`config.mk`:
```
export PLATFORM = sky130hd
export DESIGN_NAME = iuge_ctrl
export DESIGN_NICKNAME = d
export VERILOG_FILES = /design/src/design/iuge_pkg.sv /design/src/design/iuge_ctrl.sv
export SDC_FILE = /design/constraint.sdc
export NUM_CORES = 1
export LEC_CHECK = 0
export ABC_AREA = 1
export BUFFER_PORTS_ARGS = -buffer_cell sky130_fd_sc_hd__buf_4
export CAP_MARGIN = 20
export CORE_MARGIN = 1.5
export CORE_UTILIZATION = 30
export DETAILED_ROUTE_END_ITERATION = 8
export HOLD_SLACK_MARGIN = 0.12
export PLACE_DENSITY = 0.53
export SETUP_SLACK_MARGIN = 0.3
export SYNTH_ARGS = -nofsm -noshare
export SYNTH_HDL_FRONTEND = slang
export SYNTH_SLANG_ARGS = --single-unit
```
`constraint.sdc`:
```
create_clock -name i_clk -period 2.2 [get_ports i_clk]
set_input_delay 0.44 -clock i_clk [delete_from_list [all_inputs] [get_ports i_clk]]
set_output_delay 0.44 -clock i_clk [all_outputs]
set_load 0.01 [all_outputs]
```
`src/design/iuge_pkg.sv`:
```
// Shared types, widths and codes for the interval union and gap engine.
package iuge_pkg;

    // Capacity of the interval list.
    localparam int LIST_DEPTH = 32;
    // The gap buffer can hold one more entry than the list.
    localparam int GAP_DEPTH  = LIST_DEPTH + 1;
    localparam int LADDR_W    = (LIST_DEPTH > 1) ? $clog2(LIST_DEPTH) : 1;
    localparam int LCNT_W     = $clog2(LIST_DEPTH + 1);
    localparam int GADDR_W    = $clog2(GAP_DEPTH);
    localparam int GCNT_W     = $clog2(GAP_DEPTH + 1);
    localparam int TIME_W     = 32;
    localparam int OCNT_W     = 6;

    typedef enum logic [1:0] {
        CMD_INSERT = 2'd0,
        CMD_MERGE  = 2'd1,
        CMD_GAPS   = 2'd2,
        CMD_CLEAR  = 2'd3
    } t_command;

    typedef enum logic [1:0] {
        KIND_ACK     = 2'd0,
        KIND_ENTRY   = 2'd1,
        KIND_SUMMARY = 2'd2
    } t_kind;

    typedef struct packed {
        t_command            command;
        logic [TIME_W-1:0]   start_time;
        logic [TIME_W-1:0]   stop_time;
    } t_request;

    typedef struct packed {
        t_kind               kind;
        logic                status;
        logic [TIME_W-1:0]   out_start;
        logic [TIME_W-1:0]   out_stop;
        logic [TIME_W-1:0]   total_length;
        logic [OCNT_W-1:0]   entry_count;
        logic                last;
    } t_result;

    // One stored interval or gap.
    typedef struct packed {
        logic [TIME_W-1:0]   start;
        logic [TIME_W-1:0]   stop;
    } t_pair;

    // Datapath operations issued by the controller, one per cycle.
    typedef enum logic [3:0] {
        OP_NONE      = 4'd0,
        OP_ACCEPT    = 4'd1,
        OP_ACK       = 4'd2,
        OP_INS_RD    = 4'd3,
        OP_INS_CMP   = 4'd4,
        OP_INS_PUT0  = 4'd5,
        OP_LD        = 4'd6,
        OP_MRG_CUR   = 4'd7,
        OP_MRG_STEP  = 4'd8,
        OP_MRG_FLUSH = 4'd9,
        OP_GAP_CHK   = 4'd10,
        OP_GAP_GEN   = 4'd11,
        OP_EMIT      = 4'd12,
        OP_SUM       = 4'd13
    } t_op;

    typedef struct packed {
        t_op   op;
        logic  tgt_gap;     // insertion works on the gap buffer, not the list
    } t_dp_cmd;

    typedef struct packed {
        logic  count_zero;
        logic  count_full;
        logic  gcount_zero;
        logic  less;        // new pair sorts strictly before the pair read
        logic  j_zero;
        logic  cur_lt_stop;
        logic  i_lt_count;
        logic  i_last_list;
        logic  i_last_gap;
    } t_status;

endpackage

```
`src/design/iuge_ctrl.sv`:
```
// Controller state machine that sequences the interval engine datapath.
module iuge_ctrl (
    input  logic               i_clk,
    input  logic               i_rst_n,
    input  logic               i_start,
    input  iuge_pkg::t_command i_command,
    input  iuge_pkg::t_status  i_status,
    output logic               o_busy,
    output iuge_pkg::t_dp_cmd  o_cmd
);
    import iuge_pkg::*;

    typedef enum logic [13:0] {
        S_IDLE      = 14'b00000000000001,
        S_ACK       = 14'b00000000000010,
        S_INS_RD    = 14'b00000000000100,
        S_INS_CMP   = 14'b00000000001000,
        S_INS_PUT0  = 14'b00000000010000,
        S_MRG_LD    = 14'b00000000100000,
        S_MRG_CUR   = 14'b00000001000000,
        S_MRG_STEP  = 14'b00000010000000,
        S_MRG_FLUSH = 14'b00000100000000,
        S_GAP_CHK   = 14'b00001000000000,
        S_GAP_GEN   = 14'b00010000000000,
        S_EMIT_LD   = 14'b00100000000000,
        S_EMIT      = 14'b01000000000000,
        S_SUM       = 14'b10000000000000
    } t_state;

    t_state r_state, n_state;
    logic   r_tgt_gap, n_tgt_gap;
    logic   r_tail, n_tail;
    t_state ins_done;
    logic   accept;

    assign accept = i_start && (r_state == S_IDLE);
    assign o_busy = (r_state != S_IDLE);

    // Where to go once an insertion has placed its pair.
    always_comb begin
        if (!r_tgt_gap) begin
            ins_done = S_ACK;
        end else if (r_tail) begin
            ins_done = S_EMIT_LD;
        end else begin
            ins_done = S_GAP_CHK;
        end
    end

    always_comb begin
        n_state   = r_state;
        n_tgt_gap = r_tgt_gap;
        n_tail    = r_tail;
        o_cmd     = '{op: OP_NONE, tgt_gap: r_tgt_gap};
        unique case (r_state)
            S_IDLE: begin
                if (accept) begin
                    o_cmd.op = OP_ACCEPT;
                    unique case (i_command)
                        CMD_INSERT: begin
                            n_tgt_gap = 1'b0;
                            if (i_status.count_full) begin
                                n_state = S_ACK;
                            end else if (i_status.count_zero) begin
                                n_state = S_INS_PUT0;
                            end else begin
                                n_state = S_INS_RD;
                            end
                        end
                        CMD_MERGE: begin
                            n_state = i_status.count_zero ? S_SUM : S_MRG_LD;
                        end
                        CMD_GAPS: begin
                            n_state = S_GAP_CHK;
                        end
                        CMD_CLEAR: begin
                            n_state = S_ACK;
                        end
                        default: begin
                            n_state = S_IDLE;
                        end
                    endcase
                end
            end
            S_ACK: begin
                o_cmd.op = OP_ACK;
                n_state  = S_IDLE;
            end
            S_INS_RD: begin
                o_cmd.op = OP_INS_RD;
                n_state  = S_INS_CMP;
            end
            S_INS_CMP: begin
                o_cmd.op = OP_INS_CMP;
                if (!i_status.less) begin
                    n_state = ins_done;
                end else if (i_status.j_zero) begin
                    n_state = S_INS_PUT0;
                end
            end
            S_INS_PUT0: begin
                o_cmd.op = OP_INS_PUT0;
                n_state  = ins_done;
            end
            S_MRG_LD: begin
                o_cmd.op = OP_LD;
                n_state  = S_MRG_CUR;
            end
            S_MRG_CUR: begin
                o_cmd.op = OP_MRG_CUR;
                n_state  = i_status.i_last_list ? S_MRG_FLUSH : S_MRG_STEP;
            end
            S_MRG_STEP: begin
                o_cmd.op = OP_MRG_STEP;
                if (i_status.i_last_list) begin
                    n_state = S_MRG_FLUSH;
                end
            end
            S_MRG_FLUSH: begin
                o_cmd.op = OP_MRG_FLUSH;
                n_state  = S_SUM;
            end
            S_GAP_CHK: begin
                o_cmd.op = OP_GAP_CHK;
                priority if (i_status.cur_lt_stop && i_status.i_lt_count) begin
                    n_state = S_GAP_GEN;
                end else if (i_status.cur_lt_stop) begin
                    n_tgt_gap = 1'b1;
                    n_tail    = 1'b1;
                    n_state   = i_status.gcount_zero ? S_INS_PUT0 : S_INS_RD;
                end else begin
                    n_state = i_status.gcount_zero ? S_SUM : S_EMIT_LD;
                end
            end
            S_GAP_GEN: begin
                o_cmd.op  = OP_GAP_GEN;
                n_tgt_gap = 1'b1;
                n_tail    = 1'b0;
                n_state   = i_status.gcount_zero ? S_INS_PUT0 : S_INS_RD;
            end
            S_EMIT_LD: begin
                o_cmd.op = OP_LD;
                n_state  = S_EMIT;
            end
            S_EMIT: begin
                o_cmd.op = OP_EMIT;
                if (i_status.i_last_gap) begin
                    n_state = S_SUM;
                end
            end
            S_SUM: begin
                o_cmd.op = OP_SUM;
                n_state  = S_IDLE;
            end
            default: begin
                n_state = S_IDLE;
            end
        endcase
    end

    always_ff @(posedge i_clk) begin
        if (!i_rst_n) begin
            r_state   <= S_IDLE;
            r_tgt_gap <= 1'b0;
            r_tail    <= 1'b0;
        end else begin
            r_state   <= n_state;
            r_tgt_gap <= n_tgt_gap;
            r_tail    <= n_tail;
        end
    end

endmodule

```
-- After elaboration in Yosys (flattened, before gate mapping)
Index checks and enable logic that the tools add are counted.
- eq/ne operators: 25
- reduce and logical (&&, ||, !) cells: 9
- mux-type cells: 25
- operator list (kind ; number):
    14-bit one-hot mux with 12 select lines ; 1
    14-bit 2-to-1 mux ; 9
    14-bit one-hot mux with 4 select lines ; 1
    4-bit one-hot mux with 13 select lines ; 1
    12-bit 2-to-1 mux ; 2
    5-bit 2-to-1 mux ; 3
    14-bit by 1-bit == test with 1-bit output (second input constant) ; 1
    14-bit by 10-bit == test with 1-bit output (second input constant) ; 1
    14-bit by 11-bit == test with 1-bit output (second input constant) ; 1
    14-bit by 12-bit == test with 1-bit output (second input constant) ; 1
    14-bit by 13-bit == test with 1-bit output (second input constant) ; 1
    14-bit == test (second input constant) ; 1
    14-bit by 2-bit == test with 1-bit output (second input constant) ; 1
    14-bit by 3-bit == test with 1-bit output (second input constant) ; 1
    14-bit by 4-bit == test with 1-bit output (second input constant) ; 1
    14-bit by 5-bit == test with 1-bit output (second input constant) ; 1
    14-bit by 6-bit == test with 1-bit output (second input constant) ; 1
    14-bit by 7-bit == test with 1-bit output (second input constant) ; 1
    14-bit by 8-bit == test with 1-bit output (second input constant) ; 1
    14-bit by 9-bit == test with 1-bit output (second input constant) ; 1
    14-bit by 1-bit inequality test with 1-bit output (second input constant) ; 1
    2-bit inequality test (second input constant) ; 5
    9-bit 2-to-1 mux ; 1
    1-bit 2-to-1 mux ; 5
    other kinds (14) ; 16
- output and inout bits: 6
- register bits: 16

-- Depth between registers and ports, before layout
Gate-level depths: netlist (run 1).
- depth in word-level cells: 5
- mapped depth: 13

-- Worst setup path before layout (run 1)
Ideal clock, no wire load.
- kind: reg-to-output
- start: reg r_state[9]
- end: out o_cmd[1] (netlist bit)
- path buffers: 0
- arrival time: 1151 ps
- slack: 609 ps
- cell stages (with the launch flop): 7
- path through: dfxtp_1 -> nor2_2 -> nand2_2 -> or3_1 -> o21ai_0 -> nor2_1 -> o211ai_1
- RTL lines (item ; line ; RTL):
    start: declaration ; iuge_ctrl.sv:30 ; t_state r_state, n_state;
    start signal: assignment ; iuge_ctrl.sv:167 ; r_state <= n_state;
    end: declaration ; iuge_ctrl.sv:9 ; output iuge_pkg::t_dp_cmd o_cmd

==> impl_metrics.env, run 1 <==
export IMPL_p_switching_uw=703.5
export IMPL_groute_usage_overall=0.1749
export IMPL_cts_tree="yes"
export IMPL_path_class="flip-flop to output port"
export IMPL_drt_total_wl_um=3793
export IMPL_fillers=427
export IMPL_dieHeight_um=67.90
export IMPL_hold_buffers=0
export IMPL_period_needed_ns=1.979
export IMPL_clk_insertion_delay_late_ns=0.26
export IMPL_drt_iter0_markers=74
export IMPL_dieWidth_um=67.90
export IMPL_synth_area_leaders="dfxtp_1 (25%), nand2_1 (12%), nor2_1 (9.5%)"
export IMPL_yosys_warnings=0
export IMPL_grt_pass1_vias=1323
export IMPL_place_gp_congestion=0.8623
export IMPL_p_int_uw=946.6
export IMPL_antenna_found_initial=0
export IMPL_fin_cells=290
export IMPL_seqPwrFrac=0.218
export IMPL_cts_sinks=16
export IMPL_final_nets=255
export IMPL_grt_overflow_total=0
export IMPL_synth_seq_cells=16
export IMPL_ctsRootBufferMaster="clkbuf_8"
export IMPL_critPathArrivalTime_ns=1.54
export IMPL_rsz0062_at_grt="true"
export IMPL_hold_path_end="r_state[7]"
export IMPL_path_clk_slew_ns=0.07
export IMPL_via_count=1363
export IMPL_fin_util=0.4714
export IMPL_regToRegStartpoint="r_state[9]"
export IMPL_design_area_mm2=0.001899
export IMPL_hp_class="input pin to flip-flop"
export IMPL_avgSynthCellArea_um2=6.415
export IMPL_setup_slack_ns=0.2215
export IMPL_end_kind="output port"
export IMPL_synthArstFlopShare=0
export IMPL_dp_hpwl_um=2565
export IMPL_min_path_cells=2
export IMPL_worstReg2RegEnd="r_state[4]"
export IMPL_worstPathCellList="nor2_4 > nand2_4 > nor2_4 > clkbuf_16 > nand2_1 > o2111ai_2 > buf_4"
export IMPL_hold_viol=0
export IMPL_ant_nets=0
export IMPL_worst_r2r_cell_count=15
export IMPL_finalPower_mw=1.650
export IMPL_leakagePower_nw=0.9102
export IMPL_finClkSkew_ns=0.009007
export IMPL_yosysTopAreaCellShare=0.2535
export IMPL_power_frac_clock=0.164
export IMPL_wl_per_cell_um=13.08
export IMPL_crit_top_cell="nor2_4"
export IMPL_maxSlewHeadroom=0.6989
export IMPL_seq_area_um2=339.1
export IMPL_netlist_area_mm2=0.001264
export IMPL_area_delta_synth_final_pct=50.30
export IMPL_required_ns=1.76
export IMPL_p_per_area_mw_per_mm2=868.8
export IMPL_fin_setup_tns_ns=0
export IMPL_cts_buffers=3
export IMPL_io_buffer_count=19
export IMPL_h_tree_depth=1
export IMPL_setup_viol_count_final=0
export IMPL_place_inst=263
export IMPL_rows=23
export IMPL_initial_core_util=0.3137
export IMPL_final_cell_mix="nand2_1 (34), buf_4 (30), nor2_1 (27)"
export IMPL_synth_ff_type="dfxtp_1"
export IMPL_max_freq_mhz=505.4
export IMPL_slew_viol_final=0
export IMPL_critPathMaxStageDelay_ns=0.35
export IMPL_yosysSeqAreaShare=0.2535
export IMPL_grt_max_degree=14
export IMPL_r2r_setup_slack_ns=0.26
export IMPL_cpMaxStageDelayCell="dfxtp_4"
export IMPL_syn_inst=197
export IMPL_n_antenna_cell=0
export IMPL_final_common_cell="nand2_1"
export IMPL_comb_power_share=0.618
export IMPL_swShare=0.4263
export IMPL_fin_hold_ws_ns=0.3452
export IMPL_grt_pass1_wl_um=6023
export IMPL_core_mm2=0.004029
export IMPL_status="finished, final reports clean"
export IMPL_first_pass_iters=4
export IMPL_drc=0
export IMPL_multi_input_area_um2=962.2
export IMPL_tightest_slew_ns=0.4512
export IMPL_yosysTopAreaCell="dfxtp_1"
export IMPL_synth_fp_nets=211
export IMPL_synth_edf_count=0
export IMPL_start_kind="flip-flop"
export IMPL_clockBufferDepth=2
export IMPL_post_place_ws_ns=0.3387
export IMPL_io_pins=20
export IMPL_peakVddDrop_mv=0.4895
export IMPL_vias_per_cell=4.700
export IMPL_period_share=0.8993
export IMPL_drv_cap=0
export IMPL_synthDistinctLibCells=31
export IMPL_holdCritStartpoint="i_status[1]"
export IMPL_die_area_mm2=0.004610
export IMPL_place_area_mm2=0.001446
export IMPL_drive_gt1_frac=0.4833
export IMPL_crit_path_max_fanout=5
-- state kept, by name, summed over array words and instances (netlist names) --
name	count
r_state	14
r_tail	1
r_tgt_gap	1
-- synthesized netlist by cell type (2+ instances only) --
master    count
a211oi_1      2
nand3b_1      3
nand2_4       5
o21ai_1       4
nand2_1      40
nor2_4        4
a21oi_1       3
nor2_1       32
inv_1        24
nand4_1       4
nor3_1        4
nand2_2       5
o21ai_0       4
inv_2         5
nand3_2       3
dfxtp_1      16
nor2_2        9
nand3_1      17
-- cells by family after synthesis --
kind of cell           after synthesis  share of synthesized area
AOI/OAI and AO/OA                   17                    0.08020
buffers and inverters               32                     0.1040
DFF                                 16                     0.2535
and+or+nand+nor                    132                     0.5624
-- worst max path at each step --
stage,start,to,slack [ns],cells after the start
global placement,r_state[9],o_cmd[1],0.34,8
detailed placement,r_state[9],o_cmd[1],0.34,8
floorplan,r_state[9],o_cmd[1],0.61,6
CTS,r_state[10],o_cmd[1],0.22,7
finish,r_state[9],o_cmd[2],0.22,7
global route,r_state[9],r_state[9],0.15,16
-- final cells by class --
cell class / count / area share
Tap cell: 50 / 0.03294
Sequential cell: 16 / 0.1785
Multi-Input combinational cell: 150 / 0.5066
Clock buffer: 4 / 0.02899
Inverter: 29 / 0.05731
Timing Repair Buffer: 41 / 0.1957
-- layer usage --
layer,part of all wire,GRT usage
met1,0.46,0.2306
met2,0.46,0.2806
met5,0,0
met4,0.031,0.06500
met3,0.045,0.03618
-- repair_timing --
action	in CTS	in global routing
gates cloned	1	1
buffers inserted	13	8
setup endpoints to repair	5	15
pin swaps	9	19
gates resized for setup	26	35
-- power groups by stage --
stage	registers (mW)	clock network [mW]	logic [mW]
5_1_grt	0.362	0.299	1.10
4_1_cts	0.356	0.278	0.797
2_1_floorplan	0.347	0	0.486
6_report	0.359	0.271	1.02
3_3_place_gp	0.352	0	0.640
3_5_place_dp	0.352	0	0.642
-- worst max-delay path: cells and delay by family (launching register included) --
kind	cells	cell delay [ns]
buffers and inverters	2	0.33
AND/OR/NAND/NOR	4	0.41
flip-flops	1	0.35
AO/OA/AOI/OAI	1	0.21
(Power assumes the default switching activity.)
==> run 2, diff against run 1 <==
--- a/config.mk
+++ b/config.mk
@@ -5,7 +5,6 @@
 export SDC_FILE = /design/constraint.sdc
 export NUM_CORES = 1
 export LEC_CHECK = 0
-export ABC_AREA = 1
 export BUFFER_PORTS_ARGS = -buffer_cell sky130_fd_sc_hd__buf_4
 export CAP_MARGIN = 20
 export CORE_MARGIN = 1.5
==> run 2 against run 1 <==
  * The run now ends with negative setup slack left
  * Sequential cell count unchanged
  * Sequential share of layout area decreased by 1.1 points
  * Utilization increased by 2.6 points
  * Clock power shrank 20%
  * Critical endpoint is now o_cmd[4]
==> impl_metrics.env, run 2 <==
export IMPL_groute_usage_overall=0.1968
export IMPL_start_kind="flip-flop"
export IMPL_setup_slack_ns=-0.2819
export IMPL_synthDistinctLibCells=46
export IMPL_rsz0062_at_grt="true"
export IMPL_path_clk_slew_ns=0.06
export IMPL_synth_edf_count=0
export IMPL_grt_overflow_total=0
export IMPL_yosys_top_cells_count="nor2_1 (17), dfxtp_1 (16), nand2_1 (13), nor3_1 (13)"
export IMPL_yosysSeqAreaShare=0.2570
export IMPL_wl_per_cell_um=15.62
export IMPL_grt_max_degree=13
export IMPL_clockBufferDepth=2
export IMPL_final_nets=238
export IMPL_min_path_cells=2
export IMPL_slew_viol_final=0
export IMPL_yosys_warnings=0
export IMPL_die_area_mm2=0.004550
export IMPL_dieHeight_um=67.45
export IMPL_regMostFlops="r_state"
export IMPL_io_buffer_count=19
export IMPL_antenna_found_initial=0
export IMPL_p_per_area_mw_per_mm2=593.5
export IMPL_worst_r2r_cell_count=12
export IMPL_max_freq_mhz=402.9
export IMPL_n_antenna_cell=0
export IMPL_violations="negative setup slack"
export IMPL_area_delta_synth_final_pct=59.64
export IMPL_holdCritStartpoint="i_status[1]"
export IMPL_end_kind="output port"
export IMPL_finClkSkew_ns=0.0004989
export IMPL_setup_viol_count_final=5
export IMPL_hold_viol=0
export IMPL_use_met1=0.2546
export IMPL_cts_buffers=3
export IMPL_drive_gt1_frac=0.5045
export IMPL_yosysTopAreaCell="dfxtp_1"
export IMPL_drt_total_wl_um=4249
export IMPL_synth_area_leaders="dfxtp_1 (26%), nor3_1 (5.2%), nor2_1 (5.1%)"
export IMPL_ctsRootBufferMaster="clkbuf_8"
export IMPL_clk_insertion_delay_late_ns=0.24
export IMPL_initial_core_util=0.3115
export IMPL_drc=0
export IMPL_syn_inst=165
export IMPL_yosysTopAreaCellShare=0.2570
export IMPL_place_gp_congestion=0.8442
export IMPL_met2_usage=0.3391
export IMPL_period_needed_ns=2.482
export IMPL_status="complete, but fails checks"
export IMPL_tightest_slew_ns=0.6142
export IMPL_top_usage_layer="met2"
export IMPL_critPathArrivalTime_ns=2.04
export IMPL_swShare=0.3506
export IMPL_synth_seq_cells=16
export IMPL_synthArstFlopShare=0
export IMPL_rows=23
export IMPL_worstReg2RegEnd="r_state[6]"
export IMPL_cts_sinks=16
export IMPL_final_common_cell="buf_4"
export IMPL_dp_hpwl_um=3122
export IMPL_first_pass_iters=4
export IMPL_synth_fp_nets=179
export IMPL_h_tree_depth=1
export IMPL_r2r_setup_slack_ns=-0.11
export IMPL_p_switching_uw=413.9
export IMPL_leakagePower_nw=0.7979
export IMPL_avgSynthCellArea_um2=7.553
export IMPL_grt_pass1_vias=1391
export IMPL_use_met3=0.01667
export IMPL_via_count=1489
export IMPL_cts_tree="yes"
export IMPL_synth_ff_type="dfxtp_1"
export IMPL_power_frac_clock=0.183
export IMPL_synth_most_common_cell="nor2_1"
export IMPL_p_int_uw=766.7
export IMPL_vias_per_cell=5.474
export IMPL_dieWidth_um=67.45
export IMPL_drv_cap=0
export IMPL_largest_register_ffs=14
export IMPL_comb_power_share=0.545
export IMPL_final_cell_mix="buf_4 (60), nor2_1 (15), nand2_1 (12)"
export IMPL_regToRegStartpoint="r_state[0]"
export IMPL_ant_nets=0
export IMPL_period_share=1.128
export IMPL_seqPwrFrac=0.273
export IMPL_finalPower_mw=1.181
export IMPL_core_mm2=0.004000
export IMPL_hp_class="input pin to flip-flop"
export IMPL_peakVddDrop_mv=0.2967
export IMPL_largest_registers="r_state (14), r_tail (1), r_tgt_gap (1)"
export IMPL_maxSlewHeadroom=0.5905
export IMPL_crit_path_max_fanout=5
export IMPL_fillers=403
export IMPL_io_pins=20
export IMPL_drt_iter0_markers=69
export IMPL_required_ns=1.76
export IMPL_netlist_area_mm2=0.001246
export IMPL_post_place_ws_ns=-0.1080
export IMPL_hold_path_end="r_state[7]"
export IMPL_crit_start="r_state[0]"
export IMPL_path_class="flip-flop to output port"
export IMPL_grt_pass1_wl_um=6658
[run 2: cell count changes in the layout (fill, tap and decap cells not counted), moves of 6 or more]
cell / previous run / this run
nor2_4: 11 / 1
a21oi_1: 3 / 9
inv_1: 23 / 7
nand3_2: 10 / 0
inv_2: 6 / 0
buf_4: 30 / 60
nor2_1: 27 / 15
nor2_2: 8 / 1
nand2_2: 9 / 1
nand2_4: 6 / 0
nand2_1: 34 / 12
o21ai_0: 2 / 8
[run 2: power by group through the flow]
stage | sequential [mW] | clock (mW) | combinational [mW]
global placement | 0.323 | 0 | 0.488
finish | 0.322 | 0.216 | 0.643
CTS | 0.319 | 0.222 | 0.592
detailed placement | 0.325 | 0 | 0.487
floorplan | 0.323 | 0 | 0.241
global route | 0.323 | 0.241 | 0.688
[run 2: cell type report]
type / instances / area, µm² / area share
multi-input cells: 130 / 1007 / 0.5063
repair buffers: 66 / 518.0 / 0.2604
flip-flops and latches: 16 / 334.1 / 0.1679
well taps: 50 / 62.56 / 0.03145
clock buffers: 3 / 41.29 / 0.02075
inverters: 7 / 26.28 / 0.01321
[run 2: layer usage]
layer / up-vias / part of all wire / wire length, µm
li1: 728 / - / -
met3: 8 / 0.051 / 215
met5: - / 0 / 0
met2: 48 / 0.49 / 2086
met1: 705 / 0.44 / 1863
met4: 0 / 0.020 / 83
[run 2: timing repair]
item / in CTS / in global routing
setup buffers: 8 / 2
hold buffers: 0 / 0
endpoints found under the setup margin: 14 / 16
endpoints found under the hold margin: 0 / 0
pin swaps: 5 / 5
resized for setup: 22 / 20
[run 2: cells by family (layout without fill, tap and decap cells)]
| group | count (synthesis) | in the layout | synth area share |
|---|---|---|---|
| buffers and inverters | 19 | 76 | 0.07731 |
| xor gates and xnor gates | 8 | 8 | 0.05623 |
| DFF | 16 | 16 | 0.2570 |
| and+or+nand+nor | 85 | 85 | 0.4016 |
| AOI/OAI and AO/OA | 35 | 35 | 0.1908 |
| muxes | 2 | 2 | 0.01707 |
[run 2: worst max-delay path by stage]
stage / end / slack [ns]
global placement: r_state[8] / -0.08
finish: o_cmd[4] / -0.28
global route: o_cmd[4] / -0.34
detailed placement: o_cmd[4] / -0.11
CTS: o_cmd[4] / -0.34
floorplan: o_cmd[4] / 0.01
[run 2: critical path, stage by stage (launching register included)]
cell      delay [ns]
dfxtp_2         0.35
or4_4           0.54
or4b_4          0.51
nor3_4          0.14
o21bai_4        0.15
buf_6           0.11
[run 2: metrics by stage]
stage	cell area [µm²]	hold WS, ns	util	std cells	TNS [ns]
2_1_floorplan	1291	0.4770	-	165	0
3_3_place_gp	1690	0.5061	0.4226	259	-0.1614
3_5_place_dp	1690	0.5109	0.4226	259	-0.3027
4_1_cts	1894	0.3770	0.4736	270	-1.027
5_1_grt	1989	0.3857	0.4973	272	-1.357
6_report	1989	0.3828	0.4973	272	-0.9547
